### src/hdl/bst_pkg.sv
// Shared types, constants and character helpers for the byte stream tokenizer.
package bst_pkg;

	localparam int OFFSET_BITS_DEF = 16;
	localparam int LENGTH_BITS_DEF = 8;
	localparam int OUTQ_DEPTH      = 4;

	// Characters with a meaning of their own.
	localparam logic [7:0] CH_NUL    = 8'h00;
	localparam logic [7:0] CH_TAB    = 8'h09;
	localparam logic [7:0] CH_LF     = 8'h0A;
	localparam logic [7:0] CH_CR     = 8'h0D;
	localparam logic [7:0] CH_SPACE  = 8'h20;
	localparam logic [7:0] CH_BANG   = 8'h21;
	localparam logic [7:0] CH_EQ     = 8'h3D;
	localparam logic [7:0] CH_USCORE = 8'h5F;
	localparam logic [7:0] CH_ZERO   = 8'h30;
	localparam logic [7:0] CH_NINE   = 8'h39;

	typedef enum logic [4:0] {
		KIND_EOF        = 5'd0,
		KIND_ASSIGN     = 5'd1,
		KIND_EQUALS     = 5'd2,
		KIND_SEMICOLON  = 5'd3,
		KIND_LPAREN     = 5'd4,
		KIND_RPAREN     = 5'd5,
		KIND_COMMA      = 5'd6,
		KIND_PLUS       = 5'd7,
		KIND_MINUS      = 5'd8,
		KIND_BANG       = 5'd9,
		KIND_NOT_EQUALS = 5'd10,
		KIND_SLASH      = 5'd11,
		KIND_STAR       = 5'd12,
		KIND_LESS       = 5'd13,
		KIND_GREATER    = 5'd14,
		KIND_LBRACE     = 5'd15,
		KIND_RBRACE     = 5'd16,
		KIND_IDENT      = 5'd17,
		KIND_INTEGER    = 5'd18,
		KIND_ILLEGAL    = 5'd19
	} kind_t;

	typedef enum logic [3:0] {
		MODE_IDLE   = 4'b0001,
		MODE_IDENT  = 4'b0010,
		MODE_NUMBER = 4'b0100,
		MODE_HELD   = 4'b1000
	} mode_t;

	typedef struct packed {
		kind_t      kind;
		logic [15:0] start;
		logic [7:0]  length;
		logic [7:0]  first;
		logic        last;
	} token_t;

	// Tokens handed from the scanner to the output queue in the same cycle.
	typedef struct packed {
		logic [1:0] cnt;
		token_t     tok0;
		token_t     tok1;
	} push_t;

	function automatic logic is_letter(logic [7:0] c);
		return (c >= 8'h61 && c <= 8'h7A) || (c >= 8'h41 && c <= 8'h5A) || c == CH_USCORE;
	endfunction

	function automatic logic is_digit(logic [7:0] c);
		return c >= CH_ZERO && c <= CH_NINE;
	endfunction

	function automatic logic is_space(logic [7:0] c);
		return c == CH_SPACE || c == CH_TAB || c == CH_CR || c == CH_LF;
	endfunction

	function automatic kind_t single_kind(logic [7:0] c);
		kind_t k;
		case (c)
			8'h3B:   k = KIND_SEMICOLON; // ;
			8'h28:   k = KIND_LPAREN;    // (
			8'h29:   k = KIND_RPAREN;    // )
			8'h2C:   k = KIND_COMMA;     // ,
			8'h2B:   k = KIND_PLUS;      // +
			8'h2D:   k = KIND_MINUS;     // -
			8'h2F:   k = KIND_SLASH;     // /
			8'h2A:   k = KIND_STAR;      // *
			8'h3C:   k = KIND_LESS;      // <
			8'h3E:   k = KIND_GREATER;   // >
			8'h7B:   k = KIND_LBRACE;    // {
			8'h7D:   k = KIND_RBRACE;    // }
			default: k = KIND_ILLEGAL;
		endcase
		return k;
	endfunction

	// Lengths wider than the output field are clipped to its maximum.
	function automatic token_t make_token(kind_t k, logic [15:0] start, logic [15:0] len,
			logic [7:0] first);
		token_t t;
		t.kind   = k;
		t.start  = start;
		t.length = (len > 16'd255) ? 8'hFF : len[7:0];
		t.first  = first;
		t.last   = 1'b1;
		return t;
	endfunction

endpackage

### src/hdl/bst_scan.sv
// Input byte register, scan state and the token logic for one byte.
module bst_scan import bst_pkg::*; #(
	parameter int OFFSET_BITS = OFFSET_BITS_DEF,
	parameter int LENGTH_BITS = LENGTH_BITS_DEF
) (
	input  logic       clk,
	input  logic       arst_n,
	input  logic       byte_valid,
	output logic       byte_stall,
	input  logic [7:0] byte_in,
	input  logic       room,
	output push_t      push
);

	localparam logic [LENGTH_BITS-1:0] LEN_MAX = '1;

	logic [7:0]             byte_s1;
	logic                   valid_s1;
	logic                   accept;
	logic                   advance;

	mode_t                  mode_q, mode_d;
	logic [OFFSET_BITS-1:0] start_q, start_d;
	logic [LENGTH_BITS-1:0] len_q, len_d;
	logic [OFFSET_BITS-1:0] off_q, off_d, off_inc;
	logic [7:0]             held_q, held_d;

	logic                   flush_v, new_v, general;
	token_t                 flush_t, new_t;
	push_t                  push_c;

	function automatic logic [15:0] off16(logic [OFFSET_BITS-1:0] v);
		logic [31:0] w;
		w = 32'(v);
		return w[15:0];
	endfunction

	assign advance    = valid_s1 && room;
	assign byte_stall = valid_s1 && !room;
	assign accept     = byte_valid && !byte_stall;

	always_ff @(posedge clk or negedge arst_n) begin
		if (!arst_n) begin
			valid_s1 <= 1'b0;
		end else begin
			valid_s1 <= accept || (valid_s1 && !advance);
		end
	end

	always_ff @(posedge clk) begin
		if (accept) begin
			byte_s1 <= byte_in;
		end
	end

	always_comb begin
		mode_d  = mode_q;
		start_d = start_q;
		len_d   = len_q;
		off_d   = off_q;
		held_d  = held_q;
		flush_v = 1'b0;
		new_v   = 1'b0;
		flush_t = '0;
		new_t   = '0;
		general = 1'b1;
		off_inc = off_q + 1'b1;

		unique case (mode_q)
			MODE_IDENT, MODE_NUMBER: begin
				if ((mode_q == MODE_IDENT) ? is_letter(byte_s1) : is_digit(byte_s1)) begin
					general = 1'b0;
					if (len_q != LEN_MAX) begin
						len_d = len_q + 1'b1;
					end
					off_d = off_inc;
				end else begin
					flush_v = 1'b1;
					flush_t = make_token((mode_q == MODE_IDENT) ? KIND_IDENT : KIND_INTEGER,
						off16(start_q), 16'(len_q), held_q);
					mode_d  = MODE_IDLE;
				end
			end
			MODE_HELD: begin
				mode_d = MODE_IDLE;
				if (byte_s1 == CH_EQ) begin
					general = 1'b0;
					new_v   = 1'b1;
					new_t   = make_token((held_q == CH_BANG) ? KIND_NOT_EQUALS : KIND_EQUALS,
						off16(start_q), 16'd2, held_q);
					off_d   = off_inc;
				end else begin
					flush_v = 1'b1;
					flush_t = make_token((held_q == CH_BANG) ? KIND_BANG : KIND_ASSIGN,
						off16(start_q), 16'd1, held_q);
				end
			end
			default: begin
				mode_d = MODE_IDLE;
			end
		endcase

		if (general) begin
			if (byte_s1 == CH_NUL) begin
				// End of stream: emit eof and return every scan state register to its reset value.
				new_v   = 1'b1;
				new_t   = make_token(KIND_EOF, off16(off_q), 16'd1, CH_NUL);
				mode_d  = MODE_IDLE;
				start_d = '0;
				len_d   = '0;
				off_d   = '0;
				held_d  = '0;
			end else if (is_space(byte_s1)) begin
				off_d = off_inc;
			end else if (byte_s1 == CH_EQ || byte_s1 == CH_BANG ||
					is_letter(byte_s1) || is_digit(byte_s1)) begin
				if (is_letter(byte_s1)) begin
					mode_d = MODE_IDENT;
				end else if (is_digit(byte_s1)) begin
					mode_d = MODE_NUMBER;
				end else begin
					mode_d = MODE_HELD;
				end
				start_d = off_q;
				len_d   = LENGTH_BITS'(1);
				held_d  = byte_s1;
				off_d   = off_inc;
			end else begin
				new_v = 1'b1;
				new_t = make_token(single_kind(byte_s1), off16(off_q), 16'd1, byte_s1);
				off_d = off_inc;
			end
		end

		push_c.cnt       = advance ? (2'(flush_v) + 2'(new_v)) : 2'd0;
		push_c.tok0      = flush_v ? flush_t : new_t;
		push_c.tok0.last = !(flush_v && new_v);
		push_c.tok1      = new_t;
		push_c.tok1.last = 1'b1;
	end

	assign push = push_c;

	always_ff @(posedge clk or negedge arst_n) begin
		if (!arst_n) begin
			mode_q  <= MODE_IDLE;
			start_q <= '0;
			len_q   <= '0;
			off_q   <= '0;
			held_q  <= '0;
		end else if (advance) begin
			mode_q  <= mode_d;
			start_q <= start_d;
			len_q   <= len_d;
			off_q   <= off_d;
			held_q  <= held_d;
		end
	end

endmodule

### src/hdl/bst_outq.sv
// Small output queue that takes up to two tokens a cycle and gives one.
module bst_outq import bst_pkg::*; (
	input  logic        clk,
	input  logic        arst_n,
	input  push_t       push,
	output logic        room,
	output logic        token_valid,
	input  logic        token_stall,
	output token_t      head
);

	localparam int PTR_BITS = $clog2(OUTQ_DEPTH);
	localparam int CNT_BITS = PTR_BITS + 1;

	token_t              mem [OUTQ_DEPTH];
	logic [PTR_BITS-1:0] wr_q, rd_q;
	logic [CNT_BITS-1:0] count_q;
	logic                pop;

	assign token_valid = (count_q != '0);
	assign pop         = token_valid && !token_stall;
	// Room for two words, so a byte that closes a run can always be taken.
	assign room        = (count_q <= CNT_BITS'(OUTQ_DEPTH - 2));
	assign head        = mem[rd_q];

	always_ff @(posedge clk) begin
		if (push.cnt != 2'd0) begin
			mem[wr_q] <= push.tok0;
		end
		if (push.cnt == 2'd2) begin
			mem[wr_q + 1'b1] <= push.tok1;
		end
	end

	always_ff @(posedge clk or negedge arst_n) begin
		if (!arst_n) begin
			wr_q    <= '0;
			rd_q    <= '0;
			count_q <= '0;
		end else begin
			wr_q    <= wr_q + PTR_BITS'(push.cnt);
			rd_q    <= rd_q + PTR_BITS'(pop);
			count_q <= count_q + CNT_BITS'(push.cnt) - CNT_BITS'(pop);
		end
	end

endmodule

### src/hdl/byte_stream_tokenizer.sv
// Byte stream tokenizer: takes one source byte a word and gives tokens as they close.
// A byte is taken in every cycle while the output keeps up: it is registered, scanned from
// that register and its tokens are written to the output queue. A byte may give two tokens
// (a closed run or a held '=' or '!', then a token of its own), and the output queue of four
// words drains one token a cycle unless token_stall is high, so the input stalls while the
// scan stage holds a byte and fewer than two queue entries are free. Byte 0 flushes any open
// token, gives eof and sets the offset back to zero.
module byte_stream_tokenizer import bst_pkg::*; #(
	parameter int OFFSET_BITS = OFFSET_BITS_DEF,
	parameter int LENGTH_BITS = LENGTH_BITS_DEF
) (
	input  logic        clk,
	input  logic        arst_n,
	input  logic        byte_valid,
	output logic        byte_stall,
	input  logic [7:0]  byte_in,
	output logic        token_valid,
	input  logic        token_stall,
	output logic [4:0]  token_kind,
	output logic [15:0] start_offset,
	output logic [7:0]  token_length,
	output logic [7:0]  first_byte,
	output logic        last_of_run
);

	push_t  push;
	logic   room;
	token_t head;

	bst_scan #(
		.OFFSET_BITS (OFFSET_BITS),
		.LENGTH_BITS (LENGTH_BITS)
	) u_scan (
		.clk        (clk),
		.arst_n     (arst_n),
		.byte_valid (byte_valid),
		.byte_stall (byte_stall),
		.byte_in    (byte_in),
		.room       (room),
		.push       (push)
	);

	bst_outq u_outq (
		.clk         (clk),
		.arst_n      (arst_n),
		.push        (push),
		.room        (room),
		.token_valid (token_valid),
		.token_stall (token_stall),
		.head        (head)
	);

	assign token_kind   = head.kind;
	assign start_offset = head.start;
	assign token_length = head.length;
	assign first_byte   = head.first;
	assign last_of_run  = head.last;

endmodule

### config.mk
export PLATFORM = sky130hd
export DESIGN_NAME = byte_stream_tokenizer
export DESIGN_NICKNAME = d
export VERILOG_FILES = /design/src/hdl/bst_pkg.sv /design/src/hdl/bst_scan.sv /design/src/hdl/bst_outq.sv /design/src/hdl/byte_stream_tokenizer.sv
export SDC_FILE = /design/constraint.sdc
export NUM_CORES = 1
export LEC_CHECK = 0
export BUFFER_PORTS_ARGS = -buffer_cell sky130_fd_sc_hd__buf_2
export CORE_ASPECT_RATIO = 0.6
export CORE_MARGIN = 2
export CORE_UTILIZATION = 28
export DETAILED_ROUTE_END_ITERATION = 7
export PLACE_DENSITY = 0.44
export RECOVER_POWER = 25
export SKIP_CTS_REPAIR_TIMING = 1
export SLEW_MARGIN = 0
export SYNTH_ARGS = -nofsm -noshare
export SYNTH_HDL_FRONTEND = slang
export SYNTH_HIERARCHICAL = 1
export SYNTH_SLANG_ARGS = --single-unit
### constraint.sdc
create_clock -name clk -period 6.6 [get_ports clk]
set_input_delay 0.66 -clock clk [delete_from_list [all_inputs] [get_ports clk]]
set_output_delay 0.66 -clock clk [all_outputs]
set_load 0.01 [all_outputs]
==> flow_metrics.py, run 1 <==
metrics = {
    "synthesis": {
        "yosysWarnings": 6,
        "synth.most_common_cell": "edfxtp_1",
        "seq_area_frac_synth": 0.5311,
        "synth_area_per_cell_sq_um": 14.22,
        "ys_types": 76,
        "synth_cells": 835,
        "synth_edf_count": 160,
        "yosys_register_bits": 220,
        "synth_top_flop_cell": "edfxtp_1",
        "yosysTopAreaCell": "edfxtp_1",
        "syn_area_sq_um": 11880,
        "yosysTopAreaCellShare": 0.4046,
        "async_reset_ff_frac": 0.2727,
        "synth.top_cells.by_area": "edfxtp_1, dfrtp_1, mux2_2",
        "synth.top_cells.by_count": "edfxtp_1, mux2_2, a22o_1, dfrtp_1",
    },
    "finish": {
        "finish.utilization": 0.3178,
        "area_growth_pct": 12.04,
        "nFillCells": 4135,
        "drive_gt1_frac": 0.3254,
        "final_cells": 1456,
        "nets": 887,
        "final_cell_area_sq_um": 13310,
    },
    "clock_tree": {
        "cts.sinks": 220,
        "cts_tree": "done",
        "cts_buffer_depth": 3,
        "cts_buffers": 23,
        "ctsRootBufferMaster": "clkbuf_16",
        "clk_pin_slew_ns": 0.06,
        "clk_latency_ns": 0.55,
        "htree_num_levels": 1,
    },
    "critical_path": {
        "cp.required_ns": 6.83,
        "critPathArrivalTime_ns": 5.41,
        "worstRegToRegCells": 11,
        "crit_type": "reg -> reg",
        "r2r_start": "u_scan/byte_s1[2]",
        "critPathMaxFanout": 23,
        "r2r_end": "u_outq/mem[0][17]",
        "endpoint": "u_outq/mem[0][17]",
        "r2r_slack_ns": 1.42,
        "crit_path_start": "u_scan/byte_s1[2]",
        "end_kind": "flip-flop",
        "start_kind": "flip-flop",
    },
    "pwr": {
        "peakVddDrop_v": 0.0001756,
        "powerDensity_nw_per_um2": 412.1,
        "power_mw": 5.484,
        "p_leak_nw": 4.931,
    },
    "floorplan": {
        "ios": 52,
        "start_util": 0.2836,
        "rows": 58,
        "dieArea_sq_um": 44130,
        "die_h_um": 163.5,
        "die_x_um": 269.9,
        "core_sq_um": 41870,
    },
    "placed_design": {
        "hpwl_um": 20410,
        "dpl.cell_count": 1413,
        "dp_slack_ns": 1.589,
        "io_buffers": 51,
        "placed_cell_area_sq_um": 12640,
        "routabilityCongestion": 0.8216,
    },
    "global_routing": {
        "grt_pass1_wl_um": 49280,
        "antenna_found_initial": 1,
        "first_global_vias": 7314,
        "grt-ovfl-total": 0,
        "grt_max_degree": 61,
        "grt_util_all_layers": 0.1472,
    },
    "route": {
        "first_iter_violations": 725,
        "first_pass_iters": 7,
        "avgRoutedWirePerCell_um": 21.86,
        "finalWirelength_um": 31830,
        "ant_nets": 0,
        "via_per_inst": 4.968,
        "route.vias.total": 7233,
        "drc": 0,
    },
    "sta": {
        "max_freq_mhz": 193.0,
        "slew_viol_final": 93,
        "whs_ns": 0.3007,
        "setup_total_negative_slack_ns": 0,
        "hold_viol_final": 0,
        "slew_headroom": -1.424,
        "setup_viol": 0,
        "setup_slack_ns": 1.420,
        "min_period_ns": 5.180,
        "post-route-period-util": 0.7849,
        "worstMarginPinSlew_ns": 3.636,
        "rsz0062_at_grt": "no",
        "fin_skew_ns": 0.01953,
    },
    "run": {
        "drv_cap": 2,
    },
    "outcome": {
        "violations": "capacitance limit, slew limit",
        "status": "finished with violations",
    },
    "min_path": {
        "hold_class": "in -> reg",
    },
}
[worst max-delay path, stage by stage, from the launching register on]
cell and delay, ns:
edfxtp_1 0.70, and3_1 0.34, a211o_1 0.29, o21ai_0 0.16
clkbuf_1 0.48, nand3_1 0.35, ha_1 0.37, and3_1 0.26
nor2b_4 0.18, nand3_2 0.67, o31ai_4 0.66, buf_4 0.40
[worst min-delay path by stage]
stage | from | to | slack, ns | depth (start not counted)
2_1_floorplan | arst_n | u_outq/count_q[0] | 0.36 | 0
3_3_place_gp | u_scan/mode_q[0] | u_scan/mode_q[0] | 0.50 | 2
3_5_place_dp | u_scan/mode_q[0] | u_scan/mode_q[0] | 0.50 | 2
4_1_cts | byte_in[3] | u_scan/byte_s1[3] | 0.28 | 1
5_1_grt | byte_in[5] | u_scan/byte_s1[5] | 0.29 | 1
6_report | byte_in[4] | u_scan/byte_s1[4] | 0.30 | 1
[final cells by class]
type	count	area (sq um)	area share
antenna	1	2.502	0.0001881
clock buffer	31	625.6	0.04701
clock inverter	11	95.09	0.007146
inverter	16	60.06	0.004513
multi-input combinational	536	5111	0.3841
sequential	220	6310	0.4742
tap	570	713.2	0.05360
timing repair buffer	71	389.1	0.02924
[metal layers]
layer / global-route usage / up-vias / share of wire
met3: 0.02485 / 34 / 0.045
met1: 0.2426 / 3697 / 0.56
met2: 0.1970 / 171 / 0.38
met5: 0.001096 / - / 0
met4: 0.02399 / 0 / 0.014
li1: - / 3331 / -
[power by group]
part	switching [mW]	internal, mW
Clock	0.579	0.710
Sequential	0.229	1.91
Combinational	1.19	0.865
Total	2.00	3.49
[flip-flops by register name (all words and copies together), names as in the netlist]
name,count
u_scan/start_q,16
u_outq/mem,152
u_outq/wr_q,2
u_scan/byte_s1,8
u_scan/held_q,8
u_outq/rd_q,2
u_scan/mode_q,4
u_scan/len_q,8
u_outq/count_q,3
u_scan/valid_s1,1
u_scan/off_q,16
[kinds of logic after synthesis]
family	synth area share
flip-flops	0.5311
multiplexers	0.2339
AND/OR/NAND/NOR	0.07406
AO/OA/AOI/OAI	0.09882
buffers and inverters	0.04098
XOR/XNOR	0.01254
adder cells (fa/ha/maj)	0.008007
other	0.0006323
[cells in the final DEF, fill, tap and decap left out, drive strengths merged, types with 3 or more instances in the layout]
master and n:
a41oi 4, a31oi 7, a22o 63, nand3 17, conb 7, nand2 38
a21o 9, nand4 8, nor4b 4, nor2b 6, inv 17, ha 6
and2 8, mux4 38, nor3b 3, xor2 11, o31ai 5, buf 64
o21ai 24, dfrtp 59, mux2 158, nand2b 5, nor3 8, xnor2 6
clkbuf 38, edfxtp 160, and3 12, nor2 30, clkinv 7, a21oi 18
(Power assumes the default switching activity.)
==> inputs of run 2 (changes only) <==
PLACE_DENSITY = 0.45   (was 0.44)
clock period = 4.4 ns   (was 6.6 ns; I/O delays follow)
==> run 2 against run 1 <==
The flow still finishes with violations (capacitance limit, slew limit). Cell area up 1.9%. Global-route usage down 0.094 points. Via count up 1.9%. Highest routed layer unchanged. Sequential share of layout area down 0.88 points. Combinational power up 51%. First-iteration DRC count down 16%.
==> flow_metrics.py, run 2 (synthesis results as in run 1) <==
metrics = {
    "route": {
        "avgRoutedWirePerCell_um": 21.75,
        "finalWirelength_um": 32020,
        "via_per_inst": 5.009,
        "ant_nets": 0,
        "first_pass_iters": 5,
        "drc": 0,
        "first_iter_violations": 612,
        "route.vias.total": 7373,
    },
    "sta": {
        "min_period_ns": 4.032,
        "fin_skew_ns": 0.01649,
        "max_freq_mhz": 248.0,
        "setup_total_negative_slack_ns": 0,
        "hold_viol_final": 0,
        "worstMarginPinSlew_ns": 1.935,
        "setup_viol": 0,
        "setup_slack_ns": 0.3679,
        "post-route-period-util": 0.9164,
        "slew_viol_final": 32,
        "slew_headroom": -0.2900,
        "rsz0062_at_grt": "no",
    },
    "finish": {
        "drive_gt1_frac": 0.3337,
        "largestRegisters": "u_outq/mem (152), u_scan/off_q (16), u_scan/start_q (16)",
        "layout_commonest_cell": "edfxtp_1",
        "final_cell_area_sq_um": 13560,
        "top_register": "u_outq/mem",
        "nets": 903,
        "area_growth_pct": 14.14,
        "diodes": 0,
        "final_cells": 1472,
        "largest_register_ffs": 152,
        "most-common-layout-cells": "edfxtp_1, mux2_2, a22o_1",
        "nFillCells": 4148,
    },
    "clock_tree": {
        "cts_buffers": 24,
        "ctsRootBufferMaster": "clkbuf_16",
        "cts_tree": "done",
        "clk_pin_slew_ns": 0.06,
        "cts.sinks": 220,
        "cts_buffer_depth": 3,
        "htree_num_levels": 1,
        "clk_latency_ns": 0.54,
    },
    "pwr": {
        "p_leak_nw": 5.039,
        "peakVddDrop_v": 0.0002745,
        "powerDensity_nw_per_um2": 619.2,
    },
    "critical_path": {
        "r2r_start": "u_scan/byte_s1[2]",
        "cp.required_ns": 4.62,
        "crit_type": "reg -> reg",
        "crit_path_start": "u_scan/byte_s1[2]",
        "start_kind": "flip-flop",
        "critPathMaxFanout": 25,
        "end_kind": "flip-flop",
        "critPathArrivalTime_ns": 4.25,
    },
    "placed_design": {
        "io_buffers": 51,
        "placed_cell_area_sq_um": 12830,
        "dpl.cell_count": 1428,
        "dp_slack_ns": 0.4231,
        "hpwl_um": 20680,
        "routabilityCongestion": 0.8044,
    },
    "floorplan": {
        "dieArea_sq_um": 44130,
        "start_util": 0.2836,
        "rows": 58,
        "die_x_um": 269.9,
        "ios": 52,
        "core_sq_um": 41870,
        "die_h_um": 163.5,
    },
    "min_path": {
        "hold_class": "in -> async",
    },
    "global_routing": {
        "first_global_vias": 7433,
        "grt_pass1_wl_um": 49050,
        "grt_util_all_layers": 0.1463,
        "grt_max_degree": 61,
        "antenna_found_initial": 1,
        "grt-ovfl-total": 0,
    },
    "outcome": {
        "violations": "capacitance limit, slew limit",
        "status": "finished with violations",
    },
    "run": {
        "drv_cap": 1,
    },
}
run 2: changes by cell type in the layout (fill, tap and decap cells not counted), moves of 2 or more:
cell | before | now
clkinvlp_4 | 2 | 0
buf_4 | 17 | 25
clkbuf_16 | 23 | 25
clkinv_2 | 3 | 9
clkbuf_1 | 13 | 20
clkbuf_8 | 2 | 0
buf_12 | 0 | 6
buf_2 | 47 | 38
run 2: worst paths after layout:
path | endpoint | slack (ns) | cells after the start
worst max-delay path | u_outq/mem[3][22] | 0.37 | 11
worst min-delay path | u_scan/len_q[4] | 0.08 | 2
worst max register to register | u_outq/mem[3][22] | 0.37 | 11
worst min register to register | u_scan/mode_q[0] | 0.50 | 2
max in group asynchronous | u_outq/rd_q[1] | 3.67 | 2
min in group clk | u_scan/byte_s1[4] | 0.08 | 1
run 2: worst max-delay path, stage by stage (launching register included):
cell and delay [ns]:
edfxtp_1 0.56, clkbuf_1 0.23, nor3b_1 0.27, o21ai_0 0.17
a21oi_1 0.16, and2b_1 0.20, or2_2 0.27, ha_1 0.33
and3_1 0.39, a21oi_1 0.23, nor2b_4 0.56, buf_12 0.31
run 2: metrics by stage:
stage	utilization	hold slack [ns]	total power, mW
2_1_floorplan	-	0.1444	5.284
6_report	0.3237	0.07523	8.394
3_3_place_gp	0.3063	0.4919	6.495
4_1_cts	0.3246	0.05564	8.544
3_5_place_dp	0.3063	0.4909	6.490
5_1_grt	0.3237	0.06546	8.879
run 2: per-layer routing:
layer  GRT usage  share of wire
met5           0              0
met4     0.02702          0.016
met3     0.02117          0.040
met2      0.1997           0.40
met1      0.2392           0.55
run 2: layout make-up:
class | count | area (sq um) | share of cell area
Inverter | 16 | 60.06 | 0.004430
Sequential cell | 220 | 6309 | 0.4654
Multi-Input combinational cell | 536 | 5146 | 0.3796
Clock inverter | 16 | 128.9 | 0.009507
Timing Repair Buffer | 86 | 561.8 | 0.04144
Clock buffer | 28 | 636.9 | 0.04698
Tap cell | 570 | 713.2 | 0.05261
run 2: where the power goes:
part	switching (mW)	total, mW	internal (mW)
logic	1.75	3.10	1.35
registers	0.415	3.28	2.86
clock network	0.866	2.02	1.15
==> inputs of run 3 (changes only) <==
GPL_ROUTABILITY_DRIVEN = 0   (was default)
GPL_TIMING_DRIVEN = 0   (was default)
==> run 3 against run 2 <==
The run still ends with capacitance limit, slew limit left. Die area unchanged. Clock skew down 0.0020 ns. Core utilization is 0.41 points higher. Register-to-register slack got worse by 0.14 ns. Clock power is 8% lower. Global-route usage down 0.059 points. Cell area up 1.3%. Flip-flop and latch count stayed put. Combinational power grew 7.7%. Wire length shrank 0.26%. Via count up 0.14%. Clock-buffer cell count increased by 3. Critical path type unchanged. Largest cell class unchanged.
==> flow_metrics.py, run 3 (synthesis results as in run 1) <==
metrics = {
    "sta": {
        "slew_viol_final": 61,
        "worstMarginPinSlew_ns": 3.623,
        "hold_viol_final": 0,
        "fin_skew_ns": 0.01450,
        "post-route-period-util": 0.9490,
        "rsz0062_at_grt": "no",
        "setup_viol": 0,
        "max_freq_mhz": 239.5,
        "min_period_ns": 4.176,
        "slew_headroom": -1.416,
    },
    "placed_design": {
        "io_buffers": 51,
        "hpwl_um": 22500,
        "placed_cell_area_sq_um": 13030,
    },
    "finish": {
        "layout_commonest_cell": "edfxtp_1",
        "final_cell_area_sq_um": 13730,
        "most-common-layout-cells": "edfxtp_1, mux2_2, a22o_1",
        "diodes": 0,
        "largestRegisters": "u_outq/mem (152), u_scan/off_q (16), u_scan/start_q (16)",
        "top_register": "u_outq/mem",
        "area_growth_pct": 15.59,
        "nets": 945,
        "largest_register_ffs": 152,
        "drive_gt1_frac": 0.3270,
    },
    "critical_path": {
        "cpPeakStageDelay_ns": 0.67,
        "critical_path.cell_chain": "buf_6 > or4_4 > a21oi_2 > o32a_4 > and2b_1 > buf_4 > or2_2 > ha_1 > inv_1 > nor2_2 > nor2b_4 > a21oi_1 > nor2b_4 > buf_12",
        "critPathTopFamily": "simple AND/OR/NAND/NOR gates",
        "crit_type": "reg -> reg",
        "start_kind": "flip-flop",
        "cp.depth": 14,
        "cp.required_ns": 4.61,
        "worstRegToRegCells": 14,
        "crit_path_frequent_cell": "nor2b_4",
        "r2r_slack_ns": 0.22,
        "cp_slowest_cell": "nor2b_4",
        "crit_path_start": "u_scan/byte_s1[4]",
        "end_kind": "flip-flop",
        "r2r_start": "u_scan/byte_s1[4]",
        "cp_num_buf_inv": 4,
        "critPathMaxFanout": 23,
        "endpoint": "u_outq/mem[3][27]",
        "r2r_end": "u_outq/mem[3][27]",
        "critPathArrivalTime_ns": 4.39,
    },
    "pwr": {
        "power_mw": 8.283,
        "p_leak_nw": 5.124,
        "peakVddDrop_v": 0.0002359,
        "powerDensity_nw_per_um2": 603.3,
    },
    "global_routing": {
        "grt_util_all_layers": 0.1457,
        "grt_max_degree": 61,
        "grt_pass1_wl_um": 48440,
        "grt-ovfl-total": 0,
        "antenna_found_initial": 0,
        "first_global_vias": 7313,
    },
    "floorplan": {
        "ios": 52,
        "dieArea_sq_um": 44130,
        "rows": 58,
        "start_util": 0.2836,
        "die_x_um": 269.9,
        "core_sq_um": 41870,
        "die_h_um": 163.5,
    },
    "clock_tree": {
        "cts_buffer_depth": 3,
        "clk_latency_ns": 0.53,
        "cts.sinks": 220,
        "cts_buffers": 22,
        "clk_pin_slew_ns": 0.07,
        "ctsRootBufferMaster": "clkbuf_16",
        "cts_tree": "done",
        "htree_num_levels": 1,
    },
    "route": {
        "avgRoutedWirePerCell_um": 21.12,
        "drc": 0,
        "first_pass_iters": 4,
        "first_iter_violations": 529,
        "ant_nets": 0,
        "route.vias.total": 7383,
        "via_per_inst": 4.883,
        "finalWirelength_um": 31940,
    },
    "outcome": {
        "violations": "capacitance limit, slew limit",
        "status": "finished with violations",
    },
    "min_path": {
        "hold_class": "in -> reg",
    },
    "run": {
        "drv_cap": 1,
    },
}
==> run 3: worst min path at each step <==
| stage | slack [ns] | cells past startpoint | start | to |
|---|---|---|---|---|
| global route | 0.07 | 1 | byte_in[2] | u_scan/byte_s1[2] |
| finish | 0.08 | 1 | byte_in[2] | u_scan/byte_s1[2] |
| floorplan | 0.14 | 0 | arst_n | u_outq/count_q[0] |
| global placement | 0.48 | 2 | u_scan/mode_q[0] | u_scan/mode_q[0] |
| CTS | 0.04 | 1 | arst_n | u_scan/len_q[4] |
| detailed placement | 0.49 | 2 | u_scan/mode_q[0] | u_scan/mode_q[0] |
==> run 3: report_power, final <==
group | switching [mW] | total (mW) | internal, mW
Combinational | 1.91 | 3.34 | 1.43
Clock | 0.827 | 1.85 | 1.02
Sequential | 0.237 | 3.10 | 2.86
Total | 2.97 | 8.28 | 5.31
==> run 3: stage by stage <==
stage / worst slack, ns / TNS, ns / utilization / cells / hold slack, ns
final: 0.2242 / 0 / 0.3279 / 1512 / 0.08152
after CTS: -0.3703 / -19.41 / 0.3272 / 1507 / 0.03728
after global routing: 0.02199 / 0 / 0.3279 / 1512 / 0.07251
after detailed placement: -0.3346 / -16.04 / 0.3111 / 1467 / 0.4873
after global placement: -1.436 / -199.01 / 0.3077 / 1461 / 0.4818
after floorplan: 0.2032 / 0 / - / 840 / 0.1444
==> run 3: layer usage <==
| metal | vias to the layer above | part of all wire | wire, um | global-route usage |
|---|---|---|---|---|
| met1 | 3756 | 0.55 | 17610 | 0.2368 |
| met2 | 142 | 0.39 | 12570 | 0.1990 |
| met5 | - | 0 | 0 | 0 |
| li1 | 3448 | - | - | - |
| met4 | 0 | 0.016 | 526 | 0.02778 |
| met3 | 37 | 0.038 | 1227 | 0.02264 |
==> run 3: layout make-up <==
cell class,count,area [sq um]
Fill cell,4206,28140
Clock buffer,31,605.6
Tap cell,570,713.2
Timing Repair Buffer,62,416.7
Multi-Input combinational cell,536,5130
Inverter,16,60.06
Sequential cell,220,6307
Buffer,68,425.4
Clock inverter,9,70.07
